===== src/rtl/lpm_pkg.sv =====
// ----------------------------------------------------------------------------
// lpm_pkg
// Types and constants shared by the route lookup controller and datapath.
// ----------------------------------------------------------------------------
package lpm_pkg;

  // Default table depth and number of output interfaces
  localparam int RouteEntries = 16;
  localparam int NumPorts     = 4;

  // Fixed field widths
  localparam int IdxFieldW = 4;
  localparam int AddrW     = 32;
  localparam int PortW     = 2;

  typedef enum logic {
    ReqWrite  = 1'b0,
    ReqLookup = 1'b1
  } req_type_e;

  // One request
  typedef struct packed {
    req_type_e            req_type;
    logic [IdxFieldW-1:0] entry_index;
    logic                 entry_valid;
    logic [AddrW-1:0]     entry_prefix;
    logic [AddrW-1:0]     entry_mask;
    logic [PortW-1:0]     entry_port;
    logic [AddrW-1:0]     lookup_addr;
  } lpm_req_t;

  // One lookup result
  typedef struct packed {
    logic                 hit;
    logic [IdxFieldW-1:0] match_index;
    logic [PortW-1:0]     out_port;
  } lpm_rsp_t;

  // One stored route
  typedef struct packed {
    logic             valid;
    logic [AddrW-1:0] prefix;
    logic [AddrW-1:0] mask;
    logic [PortW-1:0] port;
  } lpm_entry_t;

  // Controller to datapath
  typedef struct packed {
    logic clr_en;    // write an empty entry at the counter, advance
    logic wr_en;     // write the request's entry
    logic start;     // latch address, clear best, rewind counter
    logic rd_en;     // read the entry at the counter, advance
    logic out_load;  // move the best match into the output register
  } lpm_cmd_t;

  // Datapath to controller
  typedef struct packed {
    logic cnt_last;  // counter sits on the last table slot
    logic out_free;  // output register can take a result this cycle
  } lpm_sts_t;

endpackage


===== src/rtl/lpm_ctrl.sv =====
// ----------------------------------------------------------------------------
// lpm_ctrl
// Sequencer for table clearing, entry writes and lookup scans.
// ----------------------------------------------------------------------------
module lpm_ctrl (
  input  logic                clk_i,
  input  logic                rst_ni,
  input  logic                in_valid_i,
  input  lpm_pkg::req_type_e  req_type_i,
  output logic                in_stall_o,
  input  lpm_pkg::lpm_sts_t   sts_i,
  output lpm_pkg::lpm_cmd_t   cmd_o
);

  typedef enum logic [2:0] {
    ClearSt,
    IdleSt,
    ScanSt,
    LastSt,
    DoneSt
  } state_e;

  state_e state_q, state_d;

  // Hold state
  always_ff @(posedge clk_i or negedge rst_ni) begin
    if (!rst_ni) begin
      state_q <= ClearSt;
    end else begin
      state_q <= state_d;
    end
  end

  // Decode commands and next state
  always_comb begin
    state_d    = state_q;
    cmd_o      = '0;
    in_stall_o = 1'b1;
    case (state_q)
      ClearSt: begin
        cmd_o.clr_en = 1'b1;
        if (sts_i.cnt_last) begin
          state_d = IdleSt;
        end
      end
      IdleSt: begin
        in_stall_o = 1'b0;
        if (in_valid_i) begin
          if (req_type_i == lpm_pkg::ReqWrite) begin
            cmd_o.wr_en = 1'b1;
          end else begin
            cmd_o.start = 1'b1;
            state_d     = ScanSt;
          end
        end
      end
      ScanSt: begin
        cmd_o.rd_en = 1'b1;
        if (sts_i.cnt_last) begin
          state_d = LastSt;
        end
      end
      LastSt: begin
        // last entry is compared in the datapath this cycle
        state_d = DoneSt;
      end
      DoneSt: begin
        if (sts_i.out_free) begin
          cmd_o.out_load = 1'b1;
          state_d        = IdleSt;
        end
      end
      default: begin
        state_d = ClearSt;
      end
    endcase
  end

endmodule


===== src/rtl/lpm_dpath.sv =====
// ----------------------------------------------------------------------------
// lpm_dpath
// Route table memory, slot counter, best-match tracker and output register.
// ----------------------------------------------------------------------------
module lpm_dpath #(
  parameter int ROUTE_ENTRIES = lpm_pkg::RouteEntries
) (
  input  logic              clk_i,
  input  logic              rst_ni,
  input  lpm_pkg::lpm_req_t in_req_i,
  input  lpm_pkg::lpm_cmd_t cmd_i,
  output lpm_pkg::lpm_sts_t sts_o,
  output logic              out_valid_o,
  input  logic              out_stall_i,
  output lpm_pkg::lpm_rsp_t out_rsp_o
);

  localparam int IdxW  = (ROUTE_ENTRIES > 1) ? $clog2(ROUTE_ENTRIES) : 1;
  localparam int WideW = (IdxW > lpm_pkg::IdxFieldW) ? IdxW : lpm_pkg::IdxFieldW;

  lpm_pkg::lpm_entry_t mem [ROUTE_ENTRIES];

  logic [IdxW-1:0]           cnt_q;
  lpm_pkg::lpm_entry_t       rd_q;
  logic [IdxW-1:0]           rd_idx_q;
  logic                      rd_vld_q;
  logic [lpm_pkg::AddrW-1:0] addr_q;
  logic                      found_q;
  logic [lpm_pkg::AddrW-1:0] best_mask_q;
  logic [IdxW-1:0]           best_idx_q;
  logic [lpm_pkg::PortW-1:0] best_port_q;
  logic                      out_valid_q;
  lpm_pkg::lpm_rsp_t         out_rsp_q;

  logic [WideW-1:0]          wr_idx_wide;
  logic                      wr_ok;
  logic [lpm_pkg::PortW-1:0] port_sat;
  logic                      mem_we;
  logic [IdxW-1:0]           mem_waddr;
  lpm_pkg::lpm_entry_t       mem_wdata;
  logic                      match;
  logic                      better;

  // Range-check the slot and saturate the port of a written entry
  assign wr_idx_wide = WideW'(in_req_i.entry_index);
  assign wr_ok = cmd_i.wr_en && (32'(in_req_i.entry_index) < 32'(ROUTE_ENTRIES));
  assign port_sat = (32'(in_req_i.entry_port) >= 32'(lpm_pkg::NumPorts)) ?
                    lpm_pkg::PortW'(lpm_pkg::NumPorts - 1) : in_req_i.entry_port;

  // Select the single write port: clearing sweep or request write
  always_comb begin
    mem_we    = cmd_i.clr_en || wr_ok;
    mem_waddr = wr_idx_wide[IdxW-1:0];
    mem_wdata = '{valid:  in_req_i.entry_valid,
                  prefix: in_req_i.entry_prefix,
                  mask:   in_req_i.entry_mask,
                  port:   port_sat};
    if (cmd_i.clr_en) begin
      mem_waddr = cnt_q;
      mem_wdata = '0;
    end
  end

  // Write the table
  always_ff @(posedge clk_i) begin
    if (mem_we) begin
      mem[mem_waddr] <= mem_wdata;
    end
  end

  // Read one entry per scan cycle
  always_ff @(posedge clk_i) begin
    if (cmd_i.rd_en) begin
      rd_q     <= mem[cnt_q];
      rd_idx_q <= cnt_q;
    end
  end

  // Advance the slot counter
  always_ff @(posedge clk_i or negedge rst_ni) begin
    if (!rst_ni) begin
      cnt_q    <= '0;
      rd_vld_q <= 1'b0;
    end else begin
      rd_vld_q <= cmd_i.rd_en;
      if (cmd_i.start) begin
        cnt_q <= '0;
      end else if (cmd_i.clr_en || cmd_i.rd_en) begin
        cnt_q <= cnt_q + IdxW'(1);
      end
    end
  end

  // Match the read entry and rank it against the best so far
  assign match  = rd_q.valid && (((rd_q.prefix ^ addr_q) & rd_q.mask) == '0);
  assign better = !found_q || (rd_q.mask > best_mask_q);

  always_ff @(posedge clk_i or negedge rst_ni) begin
    if (!rst_ni) begin
      found_q <= 1'b0;
    end else if (cmd_i.start) begin
      found_q <= 1'b0;
    end else if (rd_vld_q && match) begin
      found_q <= 1'b1;
    end
  end

  always_ff @(posedge clk_i) begin
    if (cmd_i.start) begin
      addr_q <= in_req_i.lookup_addr;
    end
    if (rd_vld_q && match && better) begin
      best_mask_q <= rd_q.mask;
      best_idx_q  <= rd_idx_q;
      best_port_q <= rd_q.port;
    end
  end

  // Hold the result until the consumer takes it
  always_ff @(posedge clk_i or negedge rst_ni) begin
    if (!rst_ni) begin
      out_valid_q <= 1'b0;
    end else if (cmd_i.out_load) begin
      out_valid_q <= 1'b1;
    end else if (!out_stall_i) begin
      out_valid_q <= 1'b0;
    end
  end

  always_ff @(posedge clk_i) begin
    if (cmd_i.out_load) begin
      if (found_q) begin
        out_rsp_q <= '{hit:         1'b1,
                       match_index: lpm_pkg::IdxFieldW'(best_idx_q),
                       out_port:    best_port_q};
      end else begin
        out_rsp_q <= '0;
      end
    end
  end

  assign sts_o.cnt_last = (cnt_q == IdxW'(ROUTE_ENTRIES - 1));
  assign sts_o.out_free = !out_valid_q || !out_stall_i;
  assign out_valid_o    = out_valid_q;
  assign out_rsp_o      = out_rsp_q;

endmodule


===== src/rtl/longest_prefix_match_lookup.sv =====
// ----------------------------------------------------------------------------
// longest_prefix_match_lookup
// IPv4 route table with longest-prefix-match lookup over a scanned memory.
// ----------------------------------------------------------------------------
//  channel | direction | handshake              | payload
//  in      | sink      | in_valid_i / in_stall_o  | in_req_i  (lpm_req_t)
//  out     | source    | out_valid_o / out_stall_i | out_rsp_o (lpm_rsp_t)
//
//  A write request is stored as it is accepted and gives no response.
//  A lookup steps through accept, one table read per entry through the single
//  memory read port, the last compare and the result load.
//  After reset a clearing pass empties the table; in_stall_o stays high
//  throughout it.
//  A finished result waits in the output register while the next request
//  is accepted; a lookup stalls at its end only while a stalled result fills it.
// ----------------------------------------------------------------------------
module longest_prefix_match_lookup #(
  parameter int ROUTE_ENTRIES = lpm_pkg::RouteEntries
) (
  input  logic              clk_i,
  input  logic              rst_ni,
  input  logic              in_valid_i,
  output logic              in_stall_o,
  input  lpm_pkg::lpm_req_t in_req_i,
  output logic              out_valid_o,
  input  logic              out_stall_i,
  output lpm_pkg::lpm_rsp_t out_rsp_o
);

  lpm_pkg::lpm_cmd_t cmd;
  lpm_pkg::lpm_sts_t sts;

  lpm_ctrl u_ctrl (
    .clk_i      (clk_i),
    .rst_ni     (rst_ni),
    .in_valid_i (in_valid_i),
    .req_type_i (in_req_i.req_type),
    .in_stall_o (in_stall_o),
    .sts_i      (sts),
    .cmd_o      (cmd)
  );

  lpm_dpath #(
    .ROUTE_ENTRIES (ROUTE_ENTRIES)
  ) u_dpath (
    .clk_i       (clk_i),
    .rst_ni      (rst_ni),
    .in_req_i    (in_req_i),
    .cmd_i       (cmd),
    .sts_o       (sts),
    .out_valid_o (out_valid_o),
    .out_stall_i (out_stall_i),
    .out_rsp_o   (out_rsp_o)
  );

endmodule


===== config.mk =====
export PLATFORM = sky130hd
export DESIGN_NAME = longest_prefix_match_lookup
export DESIGN_NICKNAME = d
export VERILOG_FILES = /design/src/rtl/lpm_pkg.sv /design/src/rtl/lpm_ctrl.sv /design/src/rtl/lpm_dpath.sv /design/src/rtl/longest_prefix_match_lookup.sv
export SDC_FILE = /design/constraint.sdc
export NUM_CORES = 1
export LEC_CHECK = 0
export BUFFER_PORTS_ARGS = -buffer_cell sky130_fd_sc_hd__buf_2
export CORE_MARGIN = 3
export CORE_UTILIZATION = 40
export CTS_BUF_LIST = sky130_fd_sc_hd__clkbuf_8
export DETAILED_ROUTE_END_ITERATION = 8
export GPL_TIMING_DRIVEN = 0
export HOLD_SLACK_MARGIN = 0.1
export MAX_ROUTING_LAYER = met4
export SLEW_MARGIN = 30
export SYNTH_ARGS = -nofsm -noshare
export SYNTH_HDL_FRONTEND = slang
export SYNTH_SLANG_ARGS = --single-unit

===== constraint.sdc =====
create_clock -name clk_i -period 6.7 [get_ports clk_i]
set_input_delay 0 -clock clk_i [delete_from_list [all_inputs] [get_ports clk_i]]
set_output_delay 0 -clock clk_i [all_outputs]
set_load 0.02 [all_outputs]

### Word level (Yosys, flattened, before mapping)

Memory sizes are Yosys's and may differ from the RTL's. A register that Yosys moved wholly into a read port is not among the register bits.
Cells that the tools add are included.

* register bits after elaboration: 91
* bits in writable memories: 1072
* bits of input ports: 108
* word-level logic and storage cells: 70
* memories kept: 1

* add/sub/neg operators: 1
* order comparisons: 1
* equal/unequal tests: 11
* mux-type cells: 26
* bitwise gates (word level): 2
* reductions and logical operators: 15

Memory list
* u_dpath.mem: depth 16, bits a word 67, read ports 1, clocked after Yosys merged registers in 1, write ports 1, line lpm_dpath.sv:21 `lpm_pkg::lpm_entry_t mem [ROUTE_ENTRIES];`

Operators with widths (number)
* 67-bit 2-to-1 mux: 1
* 32-bit AND: 1
* 32-bit > comparator: 1
* 32-bit logical NOT: 1
* 32-bit XOR: 1
* 3-bit 2-to-1 mux: 5
* 3-bit one-hot mux with 5 select lines: 1
* 1-bit 2-to-1 mux: 13
* 4-bit 2-to-1 mux: 3
* 2-bit != test, second input constant: 5
* 7-bit 2-to-1 mux: 1
* 3-bit by 2-bit equality test with 1-bit output, second input constant: 2
* 5-bit AND reduction: 1
* 4-bit by 1-bit adder with 4-bit output, second input constant: 1
* 4-bit equality test, second input constant: 1
* 1-bit logical OR: 4
* 2-bit 2-to-1 mux: 2
* 2-bit nonzero test: 2
* 3-bit by 1-bit equality test with 1-bit output, second input constant: 1
* 3-bit equality test, second input constant: 1
* 1-bit logical AND: 3
* 1-bit logical NOT: 3
* 3-bit logical NOT: 1
* 2-bit by 1-bit != test with 1-bit output, second input constant: 1

### Longest topological paths before layout

Gate-level depths: netlist (run 1).

* depth after elaboration: 7
* depth in mapped cells: 8
* gate-level depth less buffers: 8

### Cells and area by module

A second synthesis (run 1) with hierarchy kept.

* cell total of the unflattened synthesis: 1960
* area, all modules: 46915.0 sq um

Modules (own cells, without submodules)
* lpm_dpath: times used 1, cells an instance 1943, area each 46733.6 sq um
* lpm_ctrl: times used 1, cells an instance 17, area each 181.4 sq um

### Worst setup path after synthesis (run 1)

No wires, ideal clock.

* path kind: reg-to-reg
* start: register u_dpath.rd_q[32] (netlist name)
* end: register u_dpath.best_idx_q[0], enable pin
* setup time: 0.503 ns
* arrival time: 4.624 ns
* data required time: 6.197 ns
* slack: 1.573 ns
* cell stages (with the launch flop): 7
* buffers on the path: 0
* clock period less this slack: 5.127 ns
* cell sequence: edfxtp_1 > ha_1 > nand4_1 > nor4_1 > and4_1 > o31ai_1 > a311oi_1

* cells in the longest elaborated chain, start to end: 5
* elaborated cells between the ends (all ways): 7
* classes of those cells: 1 x order compare; 1 x bitwise; 5 x reduce/logical

RTL lines
* parallel branches: the longest is 4 deep, another holds 32-bit > comparator
* 1-bit logical AND (*): line lpm_dpath.sv:112 `if (rd_vld_q && match && better) begin`
* end signal, assigned: line lpm_dpath.sv:114 `best_idx_q <= rd_idx_q;`
* end, declared: line lpm_dpath.sv:30 `logic [IdxW-1:0] best_idx_q;`

Mark *: on every way between the ends.
A chain may end at the register's enable or synchronous reset.

### Worst setup path after layout (run 1)

* start: register u_ctrl.state_q[2]
* end: memory u_dpath.mem[14][39] (netlist bit), enable pin

* cells in the longest elaborated chain, start to end: 5
* elaborated cells between the ends (all ways): 8
* classes of those cells: 1 x eq/ne; 5 x mux; 2 x reduce/logical

RTL lines
* start, declared: line lpm_ctrl.sv:23 `state_e state_q, state_d;`
* start signal, assigned: line lpm_ctrl.sv:28 `state_q <= ClearSt;`
* start signal, assigned: line lpm_ctrl.sv:30 `state_q <= state_d;`
* 3-bit by 1-bit equality test with 1-bit output or 3-bit logical NOT (tied branches): line lpm_ctrl.sv:39 `case (state_q)`
* 2-bit 2-to-1 mux or 1-bit 2-to-1 mux (tied branches): line lpm_ctrl.sv:39
* 1-bit logical OR: line lpm_dpath.sv:52 `mem_we = cmd_i.clr_en || wr_ok;`
* 1-bit 2-to-1 mux: line lpm_dpath.sv:66 `if (mem_we) begin`
* 1-bit 2-to-1 mux (not written as such): line lpm_dpath.sv:67 `mem[mem_waddr] <= mem_wdata;`
* end, declared: line lpm_dpath.sv:21

Several ways; a longest one is shown, not always the timed one.

==> results of run 1 <==
==> worst paths after layout <==
check | end | cells past startpoint | slack [ps] | from
worst min register to register | u_dpath.best_idx_q[0]$_DFFE_PP_ | 0 | 420 | u_dpath.rd_idx_q[0]$_DFFE_PP_
worst max register to register | u_dpath.mem[14][39]$_DFFE_PP_ | 9 | 2690 | u_ctrl.state_q[2]$_DFFE_PN0P_
worst min-delay path | u_dpath.mem[11][12]$_DFFE_PP_ | 3 | 170 | in_req_i[99]
min in group asynchronous | u_dpath.rd_vld_q$_DFF_PN0_ | 3 | 320 | rst_ni
worst max-delay path | u_dpath.mem[14][39]$_DFFE_PP_ | 9 | 2690 | u_ctrl.state_q[2]$_DFFE_PN0P_
max in group asynchronous | u_ctrl.state_q[0]$_DFFE_PN0P_ | 3 | 5910 | rst_ni
==> cells in the final DEF (no fill, tap or decap), types with 4 or more instances in the layout <==
cell type                       count
sky130_fd_sc_hd__a21oi_1           14
sky130_fd_sc_hd__nand4_1            9
sky130_fd_sc_hd__clkbuf_8         203
sky130_fd_sc_hd__buf_12             4
sky130_fd_sc_hd__clkinv_2          19
sky130_fd_sc_hd__ha_1              33
sky130_fd_sc_hd__dlygate4sd3_1    140
sky130_fd_sc_hd__xor2_1            32
sky130_fd_sc_hd__dfrtp_1           10
sky130_fd_sc_hd__a22oi_1            9
sky130_fd_sc_hd__mux4_2           335
sky130_fd_sc_hd__inv_1            106
sky130_fd_sc_hd__clkinv_1          33
sky130_fd_sc_hd__nor2_4            17
sky130_fd_sc_hd__buf_2            152
sky130_fd_sc_hd__buf_1              8
sky130_fd_sc_hd__nand2_1           16
sky130_fd_sc_hd__and2_1            74
sky130_fd_sc_hd__clkbuf_1          33
sky130_fd_sc_hd__bufinv_16          4
sky130_fd_sc_hd__inv_8              6
sky130_fd_sc_hd__clkbuf_2           8
sky130_fd_sc_hd__o21ai_0            6
sky130_fd_sc_hd__nor3_1             4
sky130_fd_sc_hd__buf_16            78
sky130_fd_sc_hd__nor2_1            12
sky130_fd_sc_hd__edfxtp_1        1220
sky130_fd_sc_hd__diode_2            4
==> tightest hold or removal path, delay by kind of cell <==
kind / cells / cell delay, ps
AOI/OAI and AO/OA: 1 / 260
buffers and inverters: 1 / 130
and+or+nand+nor: 1 / 390
==> stage by stage <==
stage | hold WS, ps | setup slack, ps
finish | 169 | 2690
global route | 110 | 2530
CTS | 106 | 2200
detailed placement | -82.5 | 2290
global placement | -91.2 | -3470
floorplan | -296 | 1570
==> kinds of logic (layout without fill, tap and decap cells) <==
| family | count (synthesis) | after routing | synth area share |
|---|---|---|---|
| fa+ha+maj | 33 | 33 | 0.00880 |
| simple gates | 154 | 154 | 0.0186 |
| mux | 335 | 335 | 0.161 |
| compound gates | 53 | 53 | 0.00792 |
| other cells | 0 | 4 | 0 |
| buf+inv | 122 | 807 | 0.0107 |
| xor+xnor | 35 | 35 | 0.00654 |
| flops | 1230 | 1230 | 0.787 |
==> power by group <==
group / switching [uW] / internal (uW) / leakage [uW] / total [uW]
clock network: 2880 / 2960 / 0.00207 / 5840
logic: 4700 / 3490 / 0.00540 / 8190
registers: 395 / 10800 / 0.0114 / 11200
total: 7970 / 17300 / 0.0189 / 25200
==> routing by layer <==
| metal | vias up | wire length [um] | GRT usage | share of wire |
|---|---|---|---|---|
| met3 | 173 | 10000 | 0.0371 | 0.083 |
| met5 | - | 0 | - | 0 |
| met2 | 1087 | 58900 | 0.324 | 0.49 |
| li1 | 9460 | - | - | - |
| met4 | 0 | 2500 | 0.0538 | 0.021 |
| met1 | 12400 | 49000 | 0.282 | 0.41 |
==> sequential cells by signal, summed over array words and instances, names as in the netlist <==
signal and flops:
u_dpath.rd_q 67, u_ctrl.state_q 3, u_dpath.found_q 1, u_dpath.best_port_q 2
u_dpath.rd_vld_q 1, u_dpath.mem 1072, u_dpath.out_rsp_o 7, u_dpath.best_idx_q 4
u_dpath.rd_idx_q 4, u_dpath.addr_q 32, u_dpath.cnt_q 4, u_dpath.out_valid_o 1
u_dpath.best_mask_q 32
==> final cells by class <==
| type | instances | area [um2] | area share |
|---|---|---|---|
| antenna | 4 | 10.0 | 0.000176 |
| inverter | 37 | 139 | 0.00245 |
| clock inverter | 138 | 734 | 0.0129 |
| sequential | 1230 | 36900 | 0.649 |
| clock buffer | 203 | 2790 | 0.0492 |
| tap | 1512 | 1890 | 0.0333 |
| buffer | 85 | 380 | 0.00670 |
| multi-input combinational | 610 | 9670 | 0.170 |
| timing repair buffer | 344 | 4280 | 0.0754 |
==> impl_metrics.sql, run 1 <==
INSERT INTO impl_metrics (metric_group, metric, value, unit) VALUES
('drt', 'drcViolationCount', '0', ''),
('finish', 'final_core_utilization', '0.493', ''),
('sta', 'max_slew_headroom_at_the_worst_pin', '0.321', ''),
('drt', 'routed_len_inst', '28.9', 'um'),
('synthesis', 'synth_most_common_cell', 'sky130_fd_sc_hd__edfxtp_1', ''),
('synthesis', 'ys.flop_type', 'sky130_fd_sc_hd__edfxtp_1', ''),
('drt', 'drt-initial-drc-count', '2376', ''),
('finish', 'post-route-cell-area', '0.0568', 'mm2'),
('drt', 'viasPerCell', '5.55', ''),
('finish', 'layout-drive-gt1-share', '0.320', ''),
('drt', 'dr.pass1.iters', '5', ''),
('drt', 'ant_nets', '0', ''),
('clock_tree', 'cts-resized-gates', '0', ''),
('synthesis', 'netlist.area_leader.share', '0.781', ''),
('sta', 'highest_clock_rate', '249', 'MHz'),
('die', 'initial_utilization', '0.407', ''),
('finish', 'finalNetCount', '2645', ''),
('synthesis', 'synthesis.area_per_instance', '23.9', 'um2'),
('flow_run', 'maxCapViolations', '0', ''),
('worst_setup_path', 'timing.critical_path.fanout_max', '13', ''),
('finish', 'area_growth_syn_to_layout', '21.1', '%'),
('clock_tree', 'numCtsBuffers', '196', ''),
('worst_setup_path', 'start_kind', 'flop', ''),
('die', 'die_w', '348', 'um'),
('clock_tree', 'cts-root-to-sink-buffers', '3', ''),
('placement', 'dp_hpwl', '79.4', 'mm'),
('worst_setup_path', 'crit_buf_inv', '6', ''),
('placement', 'replace_congestion', '0.802', ''),
('drt', 'routed_wl', '120', 'mm'),
('grt', 'number_of_antenna_violations_at_the_first_check_in_global_routing', '3', ''),
('synthesis', 'synth_edf_count', '1220', ''),
('die', 'core_area', '0.115', 'mm2'),
('sta', 'skew', '34.6', 'ps'),
('synthesis', 'synthArstFlopShare', '0.00813', ''),
('clock_tree', 'cts-htree-levels', '4', ''),
('worst_hold_path', 'min-delay-path-class', 'in2reg', ''),
('synthesis', 'synth_top_cells_by_area', 'sky130_fd_sc_hd__edfxtp_1 (78%), sky130_fd_sc_hd__mux4_2 (16%), sky130_fd_sc_hd__and2_1 (1.0%)', ''),
('worst_setup_path', 'worst_path_largest_cell_delay', '710', 'ps'),
('clock_tree', 'holdBufCountCts', '140', ''),
('drt', 'vias', '23100', ''),
('worst_setup_path', 'cp_top_family', 'buffers and inverters', ''),
('placement', 'place.port_buffers', '116', ''),
('pwr', 'p_leak', '0.0189', 'uW'),
('finish', 'fillerInstances', '9190', ''),
('synthesis', 'netlist_instances', '1962', ''),
('status', 'outcome', 'completed', ''),
('worst_setup_path', 'crit_path_end_kind', 'flop', ''),
('sta', 'rsz_0062_raised_after_global_routing', 'no', ''),
('clock_tree', 'clock-root-buffer', 'sky130_fd_sc_hd__clkbuf_8', ''),
('worst_setup_path', 'worst_path_arrival_time', '4530', 'ps'),
('pwr', 'design_power_total', '25200', 'uW'),
('clock_tree', 'sinks_on_clock_net', '1230', ''),
('grt', 'largest_net_degree_at_the_start_of_global_routing', '33', ''),
('sta', 'hold_viol_final', '0', ''),
('synthesis', 'count_of_different_cell_masters_after_synthesis', '47', ''),
('die', 'rows', '124', ''),
('synthesis', 'syn-cell-area', '0.0469', 'mm2'),
('sta', 'tightest_slew', '1020', 'ps'),
('grt', 'number_of_global_route_vias_before_repair', '23900', ''),
('placement', 'placed_area', '0.0518', 'mm2'),
('die', 'boundaryPins', '117', ''),
('sta', 'final-max-slew-violation-count', '0', ''),
('grt', 'global_route.overflow_total', '0', ''),
('worst_setup_path', 'crit_path_kind', 'reg2reg', ''),
('synthesis', 'postSynthRegisterBits', '1230', ''),
('die', 'design.die.area', '0.121', 'mm2'),
('synthesis', 'ys_warn_count', '0', ''),
('grt', 'first_pass_grt_wire_length', '172', 'mm'),
('clock_tree', 'worstSkewPairLatency', '850', 'ps'),
('sta', 'totalNegativeSetupSlack', '0', 'ps'),
('synthesis', 'yosysTopAreaCell', 'sky130_fd_sc_hd__edfxtp_1', '');
No activity file was read; power rests on OpenSTA's default activity.
==> run 2, diff against run 1 <==
Clock period 6.7 ns to 3.5 ns, I/O delays scaled along.
==> run 2 against run 1 <==
Final cell count is 0.65% higher. Critical endpoint is now u_dpath.mem[7][34]$_DFFE_PP_. Non-clock buffer count is 12 higher. Total power is 94% higher. Largest power group unchanged. Sequential share of layout area is 0.45 points lower. Critical path type unchanged. Largest cell class unchanged.
==> impl_metrics.sql, run 2 (synthesis gave the netlist of run 1 again) <==
INSERT INTO impl_metrics (metric_group, metric, value, unit) VALUES
('status', 'outcome', 'completed', ''),
('sta', 'report.final.setup_viol', '0', ''),
('placement', 'replace_congestion', '0.796', ''),
('drt', 'drt-initial-drc-count', '2617', ''),
('pwr', 'p_leak', '0.0190', 'uW'),
('die', 'rows', '124', ''),
('finish', 'biggest_regs', 'u_dpath.mem (1072), u_dpath.rd_q (67)', ''),
('worst_setup_path', 'critical_path.cell_chain', 'clkbuf_1 > buf_2 > buf_2 > and3_1 > a31oi_2 > nor2_4 > buf_16 > buf_16 > buf_16', ''),
('finish', 'seq_area', '0.0369', 'mm2'),
('sta', 'max_slew_headroom_at_the_worst_pin', '0.331', ''),
('sta', 'hold_viol_final', '0', ''),
('sta', 'tightest_slew', '999', 'ps'),
('die', 'die_height', '348', 'um'),
('drt', 'vias', '22800', ''),
('finish', 'fillerInstances', '9162', ''),
('sta', 'highest_clock_rate', '297', 'MHz'),
('drt', 'sum_of_met2_wire_segment_lengths_after_detailed_routing', '60.1', 'mm'),
('sta', 'skew', '38.5', 'ps'),
('clock_tree', 'tritoncts', 'yes', ''),
('sta', 'totalNegativeSetupSlack', '0', 'ps'),
('finish', 'largest_register_ffs', '1072', ''),
('worst_setup_path', 'start_kind', 'flop', ''),
('worst_setup_path', 'crit_path_end_kind', 'flop', ''),
('worst_setup_path', 'cp_common_cell', 'sky130_fd_sc_hd__buf_16', ''),
('clock_tree', 'numCtsBuffers', '193', ''),
('pwr', 'powerDensity', '856', 'mW/mm2'),
('finish', 'layout.cells.most_common', 'sky130_fd_sc_hd__edfxtp_1', ''),
('worst_setup_path', 'crit-reg2reg-launch', 'u_dpath.cnt_q[0]$_DFFE_PN0P_', ''),
('drt', 'wl_met1', '47.1', 'mm'),
('worst_setup_path', 'worst_path_largest_cell_delay', '470', 'ps'),
('flow_run', 'maxCapViolations', '0', ''),
('clock_tree', 'sinks_on_clock_net', '1230', ''),
('worst_setup_path', 'worstSetupStartpoint', 'u_dpath.cnt_q[0]$_DFFE_PN0P_', ''),
('finish', 'area_growth_syn_to_layout', '22.0', '%'),
('finish', 'finalNetCount', '2654', ''),
('sta', 'fin_ws', '135', 'ps'),
('drt', 'dr.pass1.iters', '6', ''),
('clock_tree', 'cts-root-to-sink-buffers', '3', ''),
('grt', 'number_of_global_route_vias_before_repair', '23900', ''),
('worst_setup_path', 'timing.critical_path.fanout_max', '14', ''),
('pwr', 'ir_worst_vdd', '364', 'uV'),
('worst_hold_path', 'holdCritStartpoint', 'out_stall_i', ''),
('placement', 'place.port_buffers', '116', ''),
('die', 'die_w', '348', 'um'),
('grt', 'global_route.overflow_total', '0', ''),
('die', 'initial_utilization', '0.407', ''),
('die', 'design.die.area', '0.121', 'mm2'),
('clock_tree', 'clock-root-buffer', 'sky130_fd_sc_hd__clkbuf_8', ''),
('grt', 'gr-usage-all-layers', '0.203', ''),
('sta', 'final-max-slew-violation-count', '0', ''),
('worst_setup_path', 'worst_path_arrival_time', '3880', 'ps'),
('drt', 'top_layer', 'met4', ''),
('sta', 'period_needed', '3360', 'ps'),
('finish', 'top_register', 'u_dpath.mem', ''),
('worst_setup_path', 'crit_path_required_time', '4010', 'ps'),
('die', 'core_area', '0.115', 'mm2'),
('finish', 'multi_input_area', '0.00969', 'mm2'),
('sta', 'final_min_period_over_clock_period', '0.961', ''),
('clock_tree', 'worstSkewPairLatency', '840', 'ps'),
('placement', 'dp_hpwl', '78.8', 'mm'),
('die', 'boundaryPins', '117', ''),
('drt', 'ant_nets', '0', ''),
('finish', 'layout-drive-gt1-share', '0.326', ''),
('drt', 'routed_len_inst', '28.3', 'um'),
('drt', 'viasPerCell', '5.43', ''),
('drt', 'dr_wl_met3', '8.32', 'mm'),
('worst_setup_path', 'crit_path_kind', 'reg2reg', ''),
('finish', 'final_cell_mix', 'sky130_fd_sc_hd__edfxtp_1 (1220), sky130_fd_sc_hd__mux4_2 (335), sky130_fd_sc_hd__clkbuf_8 (194)', ''),
('clock_tree', 'cts-htree-levels', '4', ''),
('clock_tree', 'clk_pin_slew', '60', 'ps'),
('grt', 'first_pass_grt_wire_length', '169', 'mm'),
('drt', 'routed_wl', '119', 'mm'),
('worst_hold_path', 'min-delay-path-class', 'in2reg', ''),
('placement', 'dpl_worst_slack', '-282', 'ps'),
('grt', 'largest_net_degree_at_the_start_of_global_routing', '37', ''),
('worst_setup_path', 'critical-path-slowest-cell', 'sky130_fd_sc_hd__dfrtp_1', ''),
('drt', 'drcViolationCount', '0', ''),
('grt', 'number_of_antenna_violations_at_the_first_check_in_global_routing', '7', '');
[run 2: what timing repair did]
item                       4_1_cts  5_1_grt
pin swaps                        0        3
hold endpoints to repair      1210        0
gates resized for setup          3        0
setup endpoints to repair      402       29
setup buffers                    0        7
hold buffers                   145        0
[run 2: final timing paths]
check                                                     endpoint  slack, ps  depth (start not counted)
worst max register to register        u_dpath.mem[7][34]$_DFFE_PP_        140                          9
min in group asynchronous              u_dpath.found_q$_DFFE_PN0P_        370                          3
worst min-delay path            u_dpath.out_rsp_o[2]$_SDFFCE_PN0P_        160                          3
max in group asynchronous             u_dpath.cnt_q[2]$_DFFE_PN0P_       2680                          3
worst max-delay path                  u_dpath.mem[7][34]$_DFFE_PP_        140                          9
worst min register to register     u_dpath.best_idx_q[1]$_DFFE_PP_        420                          0
[run 2: per-layer routing]
layer	vias up	GRT usage
li1	9501	-
met1	12100	0.258
met2	959	0.330
met3	216	0.0414
met4	0	0.0662
met5	-	-
[run 2: report_power, final]
part	leakage (uW)	internal [uW]	switching [uW]	total [uW]
Sequential	0.0114	20700	770	21400
Clock	0.00208	6030	5620	11700
Combinational	0.00551	6790	9070	15900
Total	0.0190	33500	15500	49000
[run 2: stage by stage]
step	std cells	hold slack (ps)	area (um2)	total power, uW	util
2_1_floorplan	1962	-296	47000	30500	-
3_3_place_gp	3590	-77.3	49400	35900	0.429
3_5_place_dp	3680	-75.8	51900	37600	0.450
4_1_cts	4176	107	57100	49500	0.495
5_1_grt	4188	147	57200	51000	0.496
6_report	4190	156	57200	49000	0.496
[run 2: area by class of cell]
class,instances,share of cell area
flip-flops and latches,1230,0.645
multi-input cells,610,0.169
repair buffers,358,0.0788
clock buffers,194,0.0467
well taps,1512,0.0331
clock inverters,159,0.0179
plain buffers,83,0.00650
inverters,37,0.00243
diodes,7,0.000306
[run 2: worst max-delay path, delay by kind of cell (launching register included)]
family	cells	cell delay [ps]
AOI/OAI and AO/OA	1	120
DFF	1	470
and+or+nand+nor	2	700
buffers and inverters	6	1710
